**config.mk**
```make
export PLATFORM = sky130hd
export DESIGN_NAME = average_hash_compare
export DESIGN_NICKNAME = d
export VERILOG_FILES = /design/src/sv/ahc_pkg.sv /design/src/sv/ahc_lane.sv /design/src/sv/ahc_merge.sv /design/src/sv/average_hash_compare.sv
export SDC_FILE = /design/constraint.sdc
export NUM_CORES = 1
export LEC_CHECK = 0
export BUFFER_PORTS_ARGS = -buffer_cell sky130_fd_sc_hd__buf_2
export CORE_MARGIN = 2
export CORE_UTILIZATION = 63
export CTS_CLUSTER_SIZE = 16
export DETAILED_ROUTE_END_ITERATION = 8
export GPL_TIMING_DRIVEN = 0
export HOLD_SLACK_MARGIN = 0.15
export PLACE_DENSITY = 0.88
export SLEW_MARGIN = 20
export SYNTH_ARGS = -nofsm -noshare
export SYNTH_HDL_FRONTEND = slang
export SYNTH_SLANG_ARGS = --single-unit
```
**constraint.sdc**
```tcl
create_clock -name clock -period 4.7 [get_ports clock]
set_input_delay 0.705 -clock clock [delete_from_list [all_inputs] [get_ports clock]]
set_output_delay 0.705 -clock clock [all_outputs]
set_load 0.02 [all_outputs]
```
**src/sv/ahc_pkg.sv**
```systemverilog
// Shared types and constants for the average hash compare block.
package ahc_pkg;

   localparam int PIXELS  = 64;
   localparam int PIXEL_W = 8;
   localparam int QUANT_W = 6;
   localparam int SUM_W   = 14;
   localparam int AVG_W   = 8;
   localparam int POS_W   = 6;
   localparam int COUNT_W = 7;
   localparam int LIMIT_W = 7;
   localparam int CSR_W   = 7;
   localparam int CSR_IDX_W = 1;

   localparam logic [CSR_IDX_W-1:0] CSR_SIMILAR_LIMIT   = 1'd0;
   localparam logic [CSR_IDX_W-1:0] CSR_DIFFERENT_LIMIT = 1'd1;

   localparam logic [LIMIT_W-1:0] SIMILAR_LIMIT_RESET   = 7'd5;
   localparam logic [LIMIT_W-1:0] DIFFERENT_LIMIT_RESET = 7'd10;

   typedef enum logic [1:0] {
      VERDICT_SIMILAR   = 2'd0,
      VERDICT_SOMEWHAT  = 2'd1,
      VERDICT_DIFFERENT = 2'd2
   } verdict_type;

   typedef enum logic [1:0] {
      ST_IDLE,
      ST_SCAN,
      ST_DRAIN,
      ST_REPORT
   } state_type;

   typedef struct packed {
      logic               en;
      logic [QUANT_W-1:0] first;
      logic [QUANT_W-1:0] second;
   } lane_write_type;

   typedef struct packed {
      logic clear;
      logic accumulate;
   } merge_ctrl_type;

endpackage

```
**src/sv/ahc_lane.sv**
```systemverilog
// One lane: pixel store for its share of positions and the hash bit compare.
module ahc_lane #(
   parameter int ADDR_W = 3
) (
   input  logic                         clock,
   input  ahc_pkg::lane_write_type      wr,
   input  logic [ADDR_W-1:0]            wr_addr,
   input  logic [ADDR_W-1:0]            rd_addr,
   input  logic [ahc_pkg::AVG_W-1:0]    avg_first,
   input  logic [ahc_pkg::AVG_W-1:0]    avg_second,
   output logic                         differ
);
   import ahc_pkg::*;

   localparam int DEPTH = 1 << ADDR_W;

   logic [QUANT_W-1:0] mem_first  [DEPTH];
   logic [QUANT_W-1:0] mem_second [DEPTH];
   logic [QUANT_W-1:0] rd_first_ff;
   logic [QUANT_W-1:0] rd_second_ff;
   logic               hash_first;
   logic               hash_second;

   always_ff @(posedge clock) begin
      if (wr.en) begin
         mem_first[wr_addr]  <= wr.first;
         mem_second[wr_addr] <= wr.second;
      end
      rd_first_ff  <= mem_first[rd_addr];
      rd_second_ff <= mem_second[rd_addr];
   end

   always_comb begin
      hash_first  = {rd_first_ff, 2'b00} >= avg_first;
      hash_second = {rd_second_ff, 2'b00} >= avg_second;
      differ      = hash_first ^ hash_second;
   end

endmodule

```
**src/sv/ahc_merge.sv**
```systemverilog
// Merging stage: counts differing lanes and accumulates over the scan.
module ahc_merge #(
   parameter int LANES = 8
) (
   input  logic                          clock,
   input  ahc_pkg::merge_ctrl_type       ctrl,
   input  logic [LANES-1:0]              differ,
   output logic [ahc_pkg::COUNT_W-1:0]   count
);
   import ahc_pkg::*;

   logic [COUNT_W-1:0] count_ff;
   logic [COUNT_W-1:0] count_in;

   always_comb begin
      count_in = count_ff;
      if (ctrl.clear) begin
         count_in = '0;
      end else if (ctrl.accumulate) begin
         count_in = count_ff + COUNT_W'($countones(differ));
      end
   end

   always_ff @(posedge clock) begin
      count_ff <= count_in;
   end

   assign count = count_ff;

endmodule

```
**src/sv/average_hash_compare.sv**
```systemverilog
// Top level of the 8x8 average hash compare block.
// Takes one pixel pair per cycle while busy is low; the 64th pair of a frame
// starts a scan of the lane stores, one row of LANES positions per cycle, and
// busy stays high through the scan state and the drain state after it. The
// result strobe rsp_valid rises in the report state that follows them. The
// scan walks the stores row by row, as each lane store has a single read port.
// The result is shown for one cycle only and must be captured then; a new pair
// may be taken in that cycle.
module average_hash_compare #(
   parameter int LANES = 8
) (
   input  logic                           clock,
   input  logic                           reset,
   input  logic                           req_start,
   output logic                           busy,
   input  logic [ahc_pkg::PIXEL_W-1:0]    req_pixel_first,
   input  logic [ahc_pkg::PIXEL_W-1:0]    req_pixel_second,
   output logic                           rsp_valid,
   output logic [ahc_pkg::COUNT_W-1:0]    rsp_diff_count,
   output logic [1:0]                     rsp_verdict,
   input  logic                           csr_wr_en,
   input  logic [ahc_pkg::CSR_IDX_W-1:0]  csr_index,
   input  logic [ahc_pkg::CSR_W-1:0]      csr_data
);
   import ahc_pkg::*;

   localparam int LANE_W = $clog2(LANES);
   localparam int DEPTH  = PIXELS / LANES;
   localparam int ADDR_W = $clog2(DEPTH);

   state_type          state_ff;
   state_type          state_in;
   logic [POS_W-1:0]   pos_ff;
   logic [POS_W-1:0]   pos_in;
   logic [ADDR_W-1:0]  scan_ff;
   logic [ADDR_W-1:0]  scan_in;
   logic               rd_valid_ff;
   logic [SUM_W-1:0]   sum_first_ff;
   logic [SUM_W-1:0]   sum_first_in;
   logic [SUM_W-1:0]   sum_second_ff;
   logic [SUM_W-1:0]   sum_second_in;
   logic [AVG_W-1:0]   avg_first_ff;
   logic [AVG_W-1:0]   avg_second_ff;
   logic [LIMIT_W-1:0] similar_limit_ff;
   logic [LIMIT_W-1:0] different_limit_ff;

   logic               accept;
   logic               last_pixel;
   logic [QUANT_W-1:0] quant_first;
   logic [QUANT_W-1:0] quant_second;
   logic [LANES-1:0]   differ;
   logic [COUNT_W-1:0] count;
   merge_ctrl_type     merge_ctrl;
   verdict_type        verdict;

   assign accept       = req_start && !busy;
   assign last_pixel   = pos_ff == POS_W'(PIXELS - 1);
   assign quant_first  = req_pixel_first[PIXEL_W-1:2];
   assign quant_second = req_pixel_second[PIXEL_W-1:2];

   always_comb begin
      state_in  = state_ff;
      scan_in   = scan_ff;
      busy      = 1'b0;
      rsp_valid = 1'b0;
      case (state_ff)
         ST_IDLE: begin
            scan_in = '0;
            if (accept && last_pixel) begin
               state_in = ST_SCAN;
            end
         end
         ST_SCAN: begin
            busy    = 1'b1;
            scan_in = scan_ff + 1'b1;
            if (scan_ff == ADDR_W'(DEPTH - 1)) begin
               state_in = ST_DRAIN;
            end
         end
         ST_DRAIN: begin
            busy     = 1'b1;
            state_in = ST_REPORT;
         end
         ST_REPORT: begin
            rsp_valid = 1'b1;
            scan_in   = '0;
            state_in  = ST_IDLE;
         end
         default: begin
            state_in = ST_IDLE;
         end
      endcase
   end

   always_comb begin
      pos_in        = pos_ff;
      sum_first_in  = sum_first_ff;
      sum_second_in = sum_second_ff;
      if (accept) begin
         pos_in        = pos_ff + 1'b1;
         sum_first_in  = sum_first_ff + SUM_W'({quant_first, 2'b00});
         sum_second_in = sum_second_ff + SUM_W'({quant_second, 2'b00});
      end
   end

   always_ff @(posedge clock) begin
      if (reset) begin
         state_ff           <= ST_IDLE;
         pos_ff             <= '0;
         scan_ff            <= '0;
         rd_valid_ff        <= 1'b0;
         sum_first_ff       <= '0;
         sum_second_ff      <= '0;
         similar_limit_ff   <= SIMILAR_LIMIT_RESET;
         different_limit_ff <= DIFFERENT_LIMIT_RESET;
      end else begin
         state_ff    <= state_in;
         pos_ff      <= pos_in;
         scan_ff     <= scan_in;
         rd_valid_ff <= state_ff == ST_SCAN;
         if (accept && last_pixel) begin
            sum_first_ff  <= '0;
            sum_second_ff <= '0;
         end else begin
            sum_first_ff  <= sum_first_in;
            sum_second_ff <= sum_second_in;
         end
         if (csr_wr_en) begin
            case (csr_index)
               CSR_SIMILAR_LIMIT:   similar_limit_ff   <= csr_data[LIMIT_W-1:0];
               CSR_DIFFERENT_LIMIT: different_limit_ff <= csr_data[LIMIT_W-1:0];
               default: begin
               end
            endcase
         end
      end
   end

   always_ff @(posedge clock) begin
      if (accept && last_pixel) begin
         avg_first_ff  <= sum_first_in[SUM_W-1 -: AVG_W];
         avg_second_ff <= sum_second_in[SUM_W-1 -: AVG_W];
      end
   end

   for (genvar i = 0; i < LANES; i++) begin : g_lane
      lane_write_type lane_wr;

      always_comb begin
         lane_wr.en     = accept && (pos_ff[LANE_W-1:0] == LANE_W'(i));
         lane_wr.first  = quant_first;
         lane_wr.second = quant_second;
      end

      ahc_lane #(
         .ADDR_W (ADDR_W)
      ) u_lane (
         .clock      (clock),
         .wr         (lane_wr),
         .wr_addr    (pos_ff[POS_W-1 -: ADDR_W]),
         .rd_addr    (scan_ff),
         .avg_first  (avg_first_ff),
         .avg_second (avg_second_ff),
         .differ     (differ[i])
      );
   end

   always_comb begin
      merge_ctrl.clear      = accept && last_pixel;
      merge_ctrl.accumulate = rd_valid_ff;
   end

   ahc_merge #(
      .LANES (LANES)
   ) u_merge (
      .clock  (clock),
      .ctrl   (merge_ctrl),
      .differ (differ),
      .count  (count)
   );

   always_comb begin
      if (count <= similar_limit_ff) begin
         verdict = VERDICT_SIMILAR;
      end else if (count > different_limit_ff) begin
         verdict = VERDICT_DIFFERENT;
      end else begin
         verdict = VERDICT_SOMEWHAT;
      end
   end

   assign rsp_diff_count = count;
   assign rsp_verdict    = verdict;

endmodule

```
# After elaboration in Yosys (flattened, before gate mapping)
# Memories as Yosys holds them, arrays and structs flattened. A register that Yosys moved wholly into a read port is not among the register bits.
# Cells that the tools add are included.
# W data, S select, Z words.
# op_classes
addsub,12
n_bitwise,9
n_mux,26
n_eq_ne,14
reduce_logical,20
n_lt_le_gt_ge,18
# ops
operator,n
$ge A8 B8 Y1,16
$add A14 B8 Y14,2
$add A7 B7 Y7,4
$mux W14,2
$mux W1,18
$eq A3 B3 Y1 const B,5
$logic_and A1 B1 Y1,10
$add A1 B1 Y2,4
$mux W2,4
$pmux W2 S4,1
$xor A1 B1 Y1,8
$gt A7 B7 Y1,1
$le A7 B7 Y1,1
$add A6 B1 Y6 const B,1
$eq A3 B2 Y1 const B,2
$eq A6 B6 Y1 const B,1
$pmux W3 S2,1
$reduce_and A2 Y1,3
$reduce_or A2 Y1,3
$eq A2 B2 Y1 const B,2
$ne A2 B2 Y1 const B,2
$add A3 B1 Y3 const B,1
$eq A3 B1 Y1 const B,1
$logic_not A3 Y1,1
other kinds (5),5
# totals
output_inout_bits,11
n_memories,16
input_bits,28
ramBits,768
ff_bits,77
# mem_list
memory,words,width,rd,rd_ports_with_merged_regs,wr,line,rtl
g_lane[0].u_lane.mem_first,8,6,1,1,1,ahc_lane.sv:17,logic [QUANT_W-1:0] mem_first [DEPTH];
g_lane[0].u_lane.mem_second,8,6,1,1,1,ahc_lane.sv:18,logic [QUANT_W-1:0] mem_second [DEPTH];
g_lane[1].u_lane.mem_first,8,6,1,1,1,ahc_lane.sv:17,
g_lane[1].u_lane.mem_second,8,6,1,1,1,ahc_lane.sv:18,
g_lane[2].u_lane.mem_first,8,6,1,1,1,ahc_lane.sv:17,
g_lane[2].u_lane.mem_second,8,6,1,1,1,ahc_lane.sv:18,
10 more memories,-,-,-,-,-,-,

# Logic depth before layout (Yosys ltp)
# logic_depth
depth_word,8
ltp_mapped,19
depth_no_buf,19

# Cells and area by module
# From an unflattened synthesis, not the netlist that was laid out.
# unflattened
hier_cells,2126
area_unflattened_um2,38559.5
# modules_own_cells
module,seq_area_each_um2,area_each_um2,instances,cells_per_inst
ahc_lane,3123.0,4286.6,8,209
average_hash_compare,1481.4,3722.3,1,399
ahc_merge,140.1,544.3,1,55

# Worst setup path before layout
# Ideal clock, no wire load.
# synth_timing
path_type,flip-flop to flip-flop
start,register avg_second_ff[5]
end,"register u_merge.count_ff[6], in the netlist u_merge.count[6]"
n_path_buf,0
slack_ns,0.571
arrival_time_ns,3.999
stages_incl_launch_ff,19
t_required_ns,4.571
path_cell_list,edfxtp_1 inv_1 ha_1 a21o_1 a211o_1 o22ai_1 xnor2_1 ha_1 inv_1 fa_1 fa_1 fa_1 inv_1 fa_1 a21o_1 a21o_1 nand4_1 xor2_1 nor2_1
# synth_between
elab_chain_len,6
# synth_rtl
element,line,rtl
start: declaration,average_hash_compare.sv:43,logic [AVG_W-1:0] avg_second_ff;
start signal: assignment,average_hash_compare.sv:142,avg_second_ff <= sum_second_in[SUM_W-1 -: AVG_W];
$ge A8 B8 Y1,ahc_lane.sv:35,"hash_second = {rd_second_ff, 2'b00} >= avg_second;"
$xor A1 B1 Y1,ahc_lane.sv:36,differ = hash_first ^ hash_second;
$add A1 B1 Y2 (not written as such),ahc_merge.sv:20,count_in = count_ff + COUNT_W'($countones(differ));
$add A7 B7 Y7 (not written as such),ahc_merge.sv:20,
$add A7 B7 Y7 (not written as such) (*),ahc_merge.sv:20,
$add A7 B7 Y7 (*),ahc_merge.sv:20,
end signal: assignment,ahc_merge.sv:25,count_ff <= count_in;
end: declaration,ahc_merge.sv:12,logic [COUNT_W-1:0] count_ff;
# Mark *: on every way between the ends. The rest lies on a longest branch, timed or not.
# A chain may end at the register's enable or synchronous reset.

# Worst setup path in the final report
# layout_timing
start,register avg_first_ff[3]
end,"register u_merge.count_ff[6], in the netlist u_merge.count[6]"
# layout_between
elab_chain_len,6
# layout_rtl
element,line,rtl
start: declaration,average_hash_compare.sv:42,logic [AVG_W-1:0] avg_first_ff;
start signal: assignment,average_hash_compare.sv:141,avg_first_ff <= sum_first_in[SUM_W-1 -: AVG_W];
$ge A8 B8 Y1,ahc_lane.sv:34,"hash_first = {rd_first_ff, 2'b00} >= avg_first;"
$xor A1 B1 Y1,ahc_lane.sv:36,
$add A1 B1 Y2 (not written as such),ahc_merge.sv:20,
$add A7 B7 Y7 (not written as such),ahc_merge.sv:20,
$add A7 B7 Y7 (not written as such) (*),ahc_merge.sv:20,
$add A7 B7 Y7 (*),ahc_merge.sv:20,
# Marks and branches as above.

==> flow_summary.yaml <==
sta:
  max_freq_mhz: 212
  worst_slack_ns: -0.0193
  finalSetupViolations: 1
  maxSlewViolCount: 0
  finalCritPeriodShare_pct: 100
  worst_pin_slew_ns: 1.13
  slew_headroom_pct: 24.1
  fin_skew_ns: 0.0333
  hold_viol: 0
  finalCriticalPeriod_ns: 4.72
synth:
  postSynthAreaPerCell_sq_um: 19.0
  synth_top_area_cell: "edfxtp_1"
  netlist_area_sq_mm: 0.0371
  async_flop_share_pct: 0
  synthFlopType: "edfxtp_1"
  synth_common_cells: "784 x edfxtp_1, 192 x mux4_2, 153 x dfxtp_1"
  synth_seq_cells: 937
  synth_top_area_share_pct: 63.4
  ys_seq_area_share_pct: 71.7
  synthCells: 1958
  synth-edff-count: 784
  synth.net_count: 2137
  ys_types: 47
  synth.most_common_cell: "edfxtp_1"
  yosysWarnings: 0
  synth.area.top_cells: "edfxtp_1 63%, mux4_2 12%, dfxtp_1 8.3%"
hold_path:
  hp-class: "input pin to register"
outcome:
  violations: "setup timing"
  outcome: "finished with violations"
finish:
  final_nets: 2302
  drive_above_1_share_pct: 30.4
  fin_cells: 2968
  design_area_sq_mm: 0.0424
  multiInputGateArea_sq_mm: 0.0104
  area.sequential_sq_mm: 0.0266
  area_growth_pct: 14.2
  fillers: 3011
cts:
  clk_path_buf_depth: 3
  tritoncts: "built"
  clockRootBuffer: "clkbuf_16"
  numCtsBuffers: 90
  clock_sinks: 937
  clock_latency_ns: 0.65
  htreeDepth: 3
  clk_pin_slew_ns: 0.06
floorplanning:
  core_area_sq_mm: 0.0579
  die_area_sq_mm: 0.0609
  start_util_pct: 64.1
  die-height_um: 247
  pin_count: 39
  placementRows: 88
  die_x_um: 247
global_routing:
  antenna_found_initial: 3
  track_usage_pct: 31.4
  use_met3_pct: 8.22
  top_usage_layer: "met2"
  grt_max_degree: 67
  gr-total-overflow: 0
  use_met2_pct: 49.7
  met1_usage_pct: 40.0
  grt_pass1_vias: 20900
  grt_pass1_wl_um: 136000
drt:
  drc: 0
  drt-initial-drc-count: 2659
  dr.pass1.iters: 8
  postRouteAntennaNets: 0
  drt_wl_total_um: 96800
  drt-wirelength-per-cell_um: 32.6
  avgViaCountPerCell: 6.91
  vias: 20500
power_and_ir_drop:
  clockPowerShare_pct: 38.5
  power_frac_comb_pct: 12.9
  switching_power_w: 0.00473
  p_int_w: 0.0146
  p_leak_nw: 14.1
  power.total_w: 0.0193
  sequentialPowerShare_pct: 48.6
  power_density_mw_per_mm2: 455
  vdd_ir_drop_max_v: 0.000408
  sw_frac_of_total_pct: 24.5
worst_setup_path:
  critPathArrivalTime_ns: 5.24
  crit_path_end_kind: "register"
  cp.required_ns: 5.22
  critPathLaunchType: "register"
  worst-setup-path-type: "register to register"
  crit_fanout: 4
placed_design:
  dp_hpwl_um: 51300
  dpl_cell_area_sq_mm: 0.0384
  place_congestion: 0.872
  port_buffers: 31
  dpl.cell_count: 2756
  place_ws_ns: -0.606
run:
  cap_violations: 0
[cell type report]
| class | instances | share of cell area [%] |
|---|---|---|
| diodes | 3 | 0.0177 |
| well taps | 765 | 2.26 |
| inverters | 52 | 0.567 |
| repair buffers | 73 | 1.68 |
| plain buffers | 74 | 1.05 |
| flip-flops and latches | 937 | 62.8 |
| clock inverters | 54 | 1.22 |
| multi-input cells | 895 | 24.5 |
| clock buffers | 115 | 5.93 |
[logic make-up after synthesis]
family	Yosys count	synth area share [%]
adders and majority gates	151	5.25
AOI/OAI and AO/OA	169	2.76
muxes	290	14.6
xor gates and xnor gates	32	0.755
and+or+nand+nor	253	3.20
buffers and inverters	126	1.73
DFF	937	71.7
[per-layer routing]
layer,wire (um),vias up
met3,11700,397
met5,12,-
met1,32700,10400
met2,46400,1646
li1,-,8100
met4,5950,2
[power by group through the flow]
stage	clock [W]	sequential [W]	combinational, W
global route	0.00771	0.00939	0.00265
finish	0.00742	0.00938	0.00248
detailed placement	0	0.00954	0.00222
global placement	0	0.00952	0.00205
floorplan	0	0.00952	0.00153
CTS	0.00738	0.00937	0.00230
[worst max-delay path, stage by stage, from the launching register on]
cell and delay (ns):
edfxtp_1 0.38, clkinvlp_4 0.14, buf_6 0.18, ha_1 0.31
a21oi_1 0.13, o21ai_0 0.13, a21oi_1 0.21, o21ai_2 0.11
xnor2_2 0.31, ha_4 0.28, inv_1 0.08, fa_1 0.44
fa_1 0.53, fa_2 0.22, inv_2 0.05, fa_2 0.37
a21o_1 0.18, a21o_1 0.18, nand4_1 0.12, xor2_1 0.16
nor2_1 0.06
[final timing paths]
check                                         from                          endpoint  slack [ns]  cells after the start
setup reg to reg         avg_first_ff[3]$_DFFE_PP_     u_merge.count[6]$_SDFFE_PP0P_       -0.02                     20
hold / removal                         csr_data[2]  similar_limit_ff[2]$_SDFFE_PP1P_        0.28                      2
setup / recovery         avg_first_ff[3]$_DFFE_PP_     u_merge.count[6]$_SDFFE_PP0P_       -0.02                     20
hold reg to reg   similar_limit_ff[5]$_SDFFE_PP0P_  similar_limit_ff[5]$_SDFFE_PP0P_        0.46                      2
[what timing repair did]
action,in CTS,in global routing
pin swaps,8,33
gates resized for setup,32,51
setup endpoints to repair,6,5
buffers inserted,37,3
hold endpoints to repair,0,0
hold buffers,0,0
[sequential cells by signal, indices dropped and copies added, names as in the netlist, 6 cells and up]
name	cells
pos_ff	6
avg_second_ff	8
g_lane.u_lane.mem_second	384
g_lane.u_lane.rd_first_ff	48
sum_first_ff	12
u_merge.count	7
g_lane.u_lane.rd_second_ff	48
different_limit_ff	7
g_lane.u_lane.mem_first	384
sum_second_ff	12
avg_first_ff	8
similar_limit_ff	7
[cells in the final DEF, fill, tap and decap left out, types with 20 or more instances in the layout]
master     instances
buf_4             34
edfxtp_1         784
xnor2_1           20
buf_2             32
inv_1             36
clkbuf_16         94
clkinv_2          24
nand3_1           38
mux4_2           192
nand2_1           53
nor2_2            63
dfxtp_1          153
a21oi_1           63
nor2_1            31
a21o_1            23
buf_6             23
nor2b_1           27
mux2_2            96
clkbuf_1          40
ha_1             134
[through the flow]
step	TNS [ns]	hold slack [ns]	util [%]
6_report	-0.0193	0.285	73.2
5_1_grt	-0.216	0.305	73.1
4_1_cts	0	0.271	72.5
3_5_place_dp	-2.27	0.449	66.3
3_3_place_gp	-2.18	0.442	66.0
2_1_floorplan	0	0.435	-
(Power assumes the default switching activity.)
